$ cat config.mk
export PLATFORM = sky130hd
export DESIGN_NAME = hop_field_pointer_advance_core
export DESIGN_NICKNAME = d
export VERILOG_FILES = /design/src/sv/hfpa_pkg.sv /design/src/sv/hop_field_pointer_advance_core.sv
export SDC_FILE = /design/constraint.sdc
export NUM_CORES = 2
export LEC_CHECK = 0
export ABC_CLOCK_PERIOD_IN_PS = 7600
export BUFFER_PORTS_ARGS = -buffer_cell sky130_fd_sc_hd__buf_2
export CAP_MARGIN = 40
export CORE_ASPECT_RATIO = 2
export CORE_UTILIZATION = 60
export CTS_CLUSTER_SIZE = 8
export DETAILED_ROUTE_END_ITERATION = 7
export PLACE_DENSITY = 0.79
export SETUP_SLACK_MARGIN = 0.1
export SKIP_CTS_REPAIR_TIMING = 1
export SLEW_MARGIN = 5
export SYNTH_ARGS = -nofsm -noshare
export SYNTH_HDL_FRONTEND = slang
export SYNTH_SLANG_ARGS = --single-unit
$ cat constraint.sdc
create_clock -name clk -period 7.6 [get_ports clk]
set_clock_uncertainty 0.2 [all_clocks]
set_input_delay 0.38 -clock clk [delete_from_list [all_inputs] [get_ports clk]]
set_output_delay 0.38 -clock clk [all_outputs]
set_load 0.01 [all_outputs]
$ cat src/sv/hfpa_pkg.sv
// ----------------------------------------------------------------------------
// hfpa_pkg
// Shared constants, command codes and word types for the hop field
// pointer advance core.
// ----------------------------------------------------------------------------
`default_nettype none

package hfpa_pkg;

  localparam int STORE_BYTES = 256;
  localparam int FIELD_BYTES = 8;

  // store address width
  localparam int ADDR_W = $clog2(STORE_BYTES);
  // walk pointers: four fields past the last byte of an 8-bit offset
  localparam int PTR_W  = $clog2(256 + 4 * FIELD_BYTES);
  // segment limit: (hop count + 1) * FIELD_BYTES
  localparam int LIM_W  = $clog2(256 * FIELD_BYTES + 1);

  typedef enum logic [1:0] {
    CMD_WRITE   = 2'd0,
    CMD_SET     = 2'd1,
    CMD_INIT    = 2'd2,
    CMD_ADVANCE = 2'd3
  } cmd_t;

  localparam logic [1:0] CFG_PEER_MASK   = 2'd0;
  localparam logic [1:0] CFG_CROSS_MASK  = 2'd1;
  localparam logic [1:0] CFG_VERIFY_MASK = 2'd2;

  typedef struct packed {
    cmd_t       command;
    logic [7:0] byte_addr;
    logic [7:0] byte_data;
  } in_word_t;

  typedef struct packed {
    logic [7:0] info_offset;
    logic [7:0] hop_offset;
    logic       status;
  } out_word_t;

endpackage

`default_nettype wire

$ cat src/sv/hop_field_pointer_advance_core.sv
// ----------------------------------------------------------------------------
// hop_field_pointer_advance_core
// Packet byte store with info and hop field offsets; walks the hop offset
// to the next usable hop field on init and advance commands.
// ----------------------------------------------------------------------------
//
//  channel  signals                        direction  handshake
//  -------  -----------------------------  ---------  -------------------
//  in       in_valid, in_stall, in_word    input      valid & !stall
//  out      out_valid, out_stall, out_word output     valid & !stall
//  cfg      cfg_valid, cfg_ready,          input      valid & ready
//           cfg_index, cfg_data
//
//  Write byte and set offsets go straight to the result. Advance and init
//  take one more store read for each extra field stepped over (segment
//  changes and verify-only hop fields); the single read port of the
//  store, one byte per cycle, sets this. Synchronous reset clears offsets
//  and masks; store contents are undefined until written. The next word
//  is taken while a result still waits in the output register; a stalled
//  output only holds the core in its final state.
// ----------------------------------------------------------------------------
`default_nettype none

module hop_field_pointer_advance_core (
  input  wire logic                 clk,
  input  wire logic                 rst_n,
  input  wire logic                 in_valid,
  output      logic                 in_stall,
  input  wire hfpa_pkg::in_word_t   in_word,
  output      logic                 out_valid,
  input  wire logic                 out_stall,
  output      hfpa_pkg::out_word_t  out_word,
  input  wire logic                 cfg_valid,
  output      logic                 cfg_ready,
  input  wire logic [1:0]           cfg_index,
  input  wire logic [7:0]           cfg_data
);
  import hfpa_pkg::*;

  typedef enum logic [2:0] {
    S_IDLE,
    S_INIT_A,
    S_INIT_B,
    S_HOPS,
    S_STEP,
    S_FLAG,
    S_DONE
  } state_t;

  localparam logic [PTR_W-1:0] FIELD_P = PTR_W'(FIELD_BYTES);
  localparam logic [PTR_W-1:0] LAST_P  = PTR_W'(FIELD_BYTES - 1);
  localparam logic [PTR_W-1:0] STORE_P = PTR_W'(STORE_BYTES);

  state_t           state_r;
  logic [7:0]       info_ptr_r;
  logic [7:0]       hop_ptr_r;
  logic [7:0]       peer_mask_r;
  logic [7:0]       cross_mask_r;
  logic [7:0]       verify_mask_r;
  logic [PTR_W-1:0] ip_r;
  logic [PTR_W-1:0] hp_r;
  logic [LIM_W-1:0] lim_r;
  logic [7:0]       fi_r;
  logic             status_r;
  logic             out_valid_r;
  out_word_t        out_word_r;

  logic [7:0]       mem [STORE_BYTES];
  logic [7:0]       rd_data_r;

  logic             in_accept;
  logic             out_free;
  logic             wr_en;
  logic             rd_en;
  logic [PTR_W-1:0] rd_ptr;
  logic             rd_ok;
  logic [PTR_W-1:0] info_w;
  logic [PTR_W-1:0] hop_step;
  logic [PTR_W:0]   diff;
  logic             exceed;
  logic             skip;

  assign in_stall  = (state_r != S_IDLE);
  assign in_accept = in_valid && !in_stall;
  assign out_free  = !out_valid_r || !out_stall;
  assign out_valid = out_valid_r;
  assign out_word  = out_word_r;
  assign cfg_ready = 1'b1;

  assign info_w   = PTR_W'(info_ptr_r);
  assign hop_step = hp_r + FIELD_P;
  assign diff     = {1'b0, hop_step} - {1'b0, ip_r};
  // field distance beyond hop count, negative distances never exceed
  assign exceed   = !diff[PTR_W] && (LIM_W'(diff[PTR_W-1:0]) >= lim_r);
  assign skip     = ((fi_r & peer_mask_r) != 8'd0) && ((rd_data_r & cross_mask_r) != 8'd0);

  assign wr_en = in_accept && (in_word.command == CMD_WRITE) &&
                 ({1'b0, in_word.byte_addr} < 9'(STORE_BYTES));

  always_comb begin
    rd_ptr = '0;
    rd_ok  = 1'b0;
    unique case (state_r)
      S_IDLE: begin
        if (in_word.command == CMD_INIT) begin
          rd_ptr = info_w;
          rd_ok  = (info_w + FIELD_P) < STORE_P;
        end else begin
          rd_ptr = info_w + LAST_P;
          rd_ok  = rd_ptr < STORE_P;
        end
      end
      S_INIT_A: begin
        rd_ptr = ip_r + FIELD_P;
        rd_ok  = 1'b1;
      end
      S_INIT_B: begin
        rd_ptr = ip_r + LAST_P;
        rd_ok  = 1'b1;
      end
      S_STEP: begin
        rd_ptr = exceed ? (hop_step + LAST_P) : hop_step;
        rd_ok  = rd_ptr < STORE_P;
      end
      default: begin
        rd_ptr = '0;
        rd_ok  = 1'b0;
      end
    endcase
  end

  assign rd_en = rd_ok && (state_r != S_IDLE || in_accept);

  // byte store, one write and one registered read per cycle
  always_ff @(posedge clk) begin
    if (wr_en) begin
      mem[in_word.byte_addr[ADDR_W-1:0]] <= in_word.byte_data;
    end
    if (rd_en) begin
      rd_data_r <= mem[rd_ptr[ADDR_W-1:0]];
    end
  end

  always_ff @(posedge clk) begin
    if (!rst_n) begin
      peer_mask_r   <= '0;
      cross_mask_r  <= '0;
      verify_mask_r <= '0;
    end else if (cfg_valid && cfg_ready) begin
      unique case (cfg_index)
        CFG_PEER_MASK:   peer_mask_r   <= cfg_data;
        CFG_CROSS_MASK:  cross_mask_r  <= cfg_data;
        CFG_VERIFY_MASK: verify_mask_r <= cfg_data;
        default: ;
      endcase
    end
  end

  always_ff @(posedge clk) begin
    if (!rst_n) begin
      state_r     <= S_IDLE;
      info_ptr_r  <= '0;
      hop_ptr_r   <= '0;
      status_r    <= 1'b0;
      out_valid_r <= 1'b0;
    end else begin
      if (!out_stall && (state_r != S_DONE)) begin
        out_valid_r <= 1'b0;
      end
      unique case (state_r)
        S_IDLE: begin
          if (in_accept) begin
            ip_r     <= info_w;
            hp_r     <= PTR_W'(hop_ptr_r);
            unique case (in_word.command)
              CMD_WRITE: begin
                status_r <= 1'b0;
                state_r  <= S_DONE;
              end
              CMD_SET: begin
                info_ptr_r <= in_word.byte_addr;
                hop_ptr_r  <= in_word.byte_data;
                status_r   <= 1'b0;
                state_r    <= S_DONE;
              end
              CMD_INIT: begin
                status_r <= !rd_ok;
                state_r  <= rd_ok ? S_INIT_A : S_DONE;
              end
              CMD_ADVANCE: begin
                status_r <= !rd_ok;
                state_r  <= rd_ok ? S_HOPS : S_DONE;
              end
            endcase
          end
        end
        S_INIT_A: begin
          fi_r    <= rd_data_r;
          state_r <= S_INIT_B;
        end
        S_INIT_B: begin
          if (skip) begin
            hp_r <= hop_step;
          end
          state_r <= S_HOPS;
        end
        S_HOPS: begin
          lim_r   <= (LIM_W'(rd_data_r) + LIM_W'(1)) * LIM_W'(FIELD_BYTES);
          state_r <= S_STEP;
        end
        S_STEP: begin
          hp_r <= hop_step;
          if (exceed) begin
            ip_r <= hop_step;
          end
          if (!rd_ok) begin
            // overrun: drop the walk, keep the offsets
            status_r <= 1'b1;
            state_r  <= S_DONE;
          end else begin
            state_r <= exceed ? S_HOPS : S_FLAG;
          end
        end
        S_FLAG: begin
          if ((rd_data_r & verify_mask_r) == 8'd0) begin
            info_ptr_r <= ip_r[7:0];
            hop_ptr_r  <= hp_r[7:0];
            state_r    <= S_DONE;
          end else begin
            state_r <= S_STEP;
          end
        end
        S_DONE: begin
          if (out_free) begin
            out_word_r.info_offset <= info_ptr_r;
            out_word_r.hop_offset  <= hop_ptr_r;
            out_word_r.status      <= status_r;
            out_valid_r            <= 1'b1;
            state_r                <= S_IDLE;
          end
        end
        default: begin
          state_r <= S_IDLE;
        end
      endcase
    end
  end

endmodule

`default_nettype wire
==> metrics.cfg <==
[outcome]
status=completed

[layout]
fin_cells=7703
area_delta_synth_final_pct=14.2
nNetsFinal=5811
drive_above_1_share_pct=15.7

[cts]
cts_max_level=5
clkLatencyLatePin_ns=0.83
cts_tree=yes
clk_pin_slew_ns=0.06
cts_buffer_depth=4
cts_root_buffer=clkbuf_16
cts-buffers-inserted=311
clock-sinks=2153

[floorplan]
core_region_area_sq_um=143000
die_h_microns=539
initial_core_util_pct=60.6
dieArea_sq_um=146000
io_pins=53
die_w_microns=271
rows=196

[place]
post-place-ws_ns=0.0202
place_inst=7285
finalWeightedCongestion=0.984
portBuffers=51
dp_hpwl_mm=164

[worst_setup_path]
r2r-start=hp_r[0]
rrSetupSlack_ns=0.26
cp.required_ns=7.94
crit_path_end=rd_data_r[3]
startpoint=hp_r[0]
crit_path_start_kind=flip-flop
worstPathMaxFanout=52
worstSetupEndpointType=flip-flop
reg2regPathDepth=25
arrival_ns=7.69
critPathKind=reg -> reg
r2r-end=rd_data_r[3]

[global_routing]
grt_pass1_wl_mm=376
antenna_found_initial=5
grt_max_degree=170
gr-total-overflow=0
grtUsageTotal_pct=36.3
grt_pass1_vias=54600

[yosys]
synth_enable_flop_cells=2108
yosysMostFrequentCell=edfxtp_1
synthSimpleGateAreaFrac_pct=7.55
async_flop_share_pct=0
syn_nets=5483
yosys_warnings=0
synth.top_cell.area_share_pct=73.0
synth_xor_area_share_pct=0.303
synthAdderAreaFrac_pct=0.341
synthDistinctLibCells=82
synth_compound_area_share_pct=6.14
ys.flop_type=edfxtp_1
yosysSeqAreaShare_pct=74.1
synth_area_leaders=edfxtp_1, mux4_2, mux2i_1
synth_mux_area_share_pct=9.33
syn_avg_cell_area_sq_um=16.0
synthCells=5427
yosys.area.top_type=edfxtp_1
synth_top_family_by_area=multiplexers
synth_area_sq_um=86700
ys_top_cells_by_count=edfxtp_1, nand2_1, mux2i_1
synth_seq_cells=2153

[sta]
worst_pin_slew_ns=1.27
min_period_over_period_pct=96.6
worst_slack_ns=0.257
slew_headroom_pct=15.7
setup_viol=0
drv_slew=0
min_period_ns=7.34
fmax_mhz=136
rsz0062_at_grt=yes
hold_viol=0

[detailed_routing]
ant_nets=0
drtIter0Drc=7304
drc=0
viasPerCell=6.94
wl_mm=265
num_vias=53500
wl_per_cell_microns=34.4
first_pass_iters=6

[power]
leakagePower_uw=0.0331
ir_drop_mv=0.454
power.density_nw_per_um2=487

[hold_path]
hp-class=in -> reg

[flow_run]
cap_viol_max_count=0

-- kinds of logic after synthesis --
logic type               after synthesis
flip-flops                          2153
AND/OR/NAND/NOR                     1524
AO/OA/AOI/OAI                        770
multiplexers                         554
buffers and inverters                372
XOR/XNOR                              30
adder cells (fa/ha/maj)               23
other                                  1
-- stage by stage --
stage | power [uW] | hold WS (ns) | util (%) | TNS, ns | area, sq um
floorplan | 26400 | 0.208 | - | 0 | 86700
global placement | 34500 | 0.219 | 62.7 | -0.0225 | 89700
detailed placement | 34900 | 0.238 | 63.0 | 0 | 90100
CTS | 47100 | -0.359 | 68.9 | -0.0434 | 98400
global route | 49000 | 0.0325 | 69.2 | 0 | 98900
finish | 48200 | 0.00989 | 69.2 | 0 | 98900
-- report_power, final --
part           internal, uW  switching (uW)  leakage, uW
Combinational          7770           14700      0.00970
Clock                  7440            4760      0.00406
Sequential            13300             206       0.0193
-- sequential cells by signal, indices dropped and copies added, names as in the netlist --
name           flops
out_word          17
peer_mask_r        8
lim_r              9
info_ptr_r         8
status_r           1
cross_mask_r       8
state_r            3
fi_r               8
mem             2048
rd_data_r          8
hp_r               9
hop_ptr_r          8
out_valid          1
verify_mask_r      8
ip_r               9
-- layer usage --
metal	part of all wire [%]	GRT usage (%)	vias to the layer above
met4	10	32.1	4
met3	10	7.50	1162
met1	29	38.0	26500
li1	-	-	21700
met2	51	61.6	4171
met5	0.0094	0	-
-- final cells by class --
class / instances / area [sq um]
Inverter: 36 / 135
Clock buffer: 364 / 8170
Tap cell: 1881 / 2350
Antenna cell: 5 / 12.5
Multi-Input combinational cell: 2903 / 20700
Timing Repair Buffer: 350 / 3230
Sequential cell: 2153 / 64200
Fill cell: 8592 / 44000
Clock inverter: 11 / 130
-- worst min path at each step --
stage | to | slack (ns) | cells after the start | from
finish | info_ptr_r[6] | 0.01 | 4 | in_word[14]
global route | info_ptr_r[6] | 0.03 | 4 | in_word[14]
CTS | peer_mask_r[1] | -0.36 | 3 | cfg_data[1]
detailed placement | out_word[0] | 0.24 | 0 | status_r
global placement | out_word[0] | 0.22 | 0 | status_r
floorplan | out_word[0] | 0.21 | 0 | status_r
-- cells in the final DEF, fill, tap and decap left out, types with 43 or more instances in the layout --
| cell | instances |
|---|---|
| a32oi_1 | 58 |
| clkbuf_1 | 44 |
| a21oi_1 | 225 |
| buf_4 | 221 |
| mux2i_1 | 345 |
| nand3_1 | 258 |
| mux4_2 | 200 |
| o22ai_1 | 43 |
| nor2b_1 | 43 |
| clkbuf_16 | 320 |
| nor2_1 | 305 |
| edfxtp_1 | 2108 |
| dfxtp_1 | 45 |
| a211oi_1 | 49 |
| buf_2 | 47 |
| nand2_1 | 768 |
| a22oi_1 | 74 |
| o21ai_0 | 56 |
-- worst max-delay path: stages, from the launching register on --
cell and delay, ns:
edfxtp_1 0.43, inv_1 0.15, ha_1 0.18, inv_1 0.06
fa_1 0.40, a21o_1 0.20, a21oi_1 0.24, o21bai_1 0.10
a21oi_1 0.25, o21bai_1 0.11, a21oi_1 0.18, xnor2_1 0.14
ha_1 0.24, o22ai_1 0.28, nor2_1 0.12, a22oi_2 0.49
nor3_2 0.12, or3_4 0.63, clkbuf_8 0.42, mux2i_1 0.24
mux2i_1 0.15, a2111oi_2 0.60, buf_4 0.22, nand3_1 0.14
a211oi_1 0.58, nor4_1 0.16
Power figures use the tool's default switching activity.
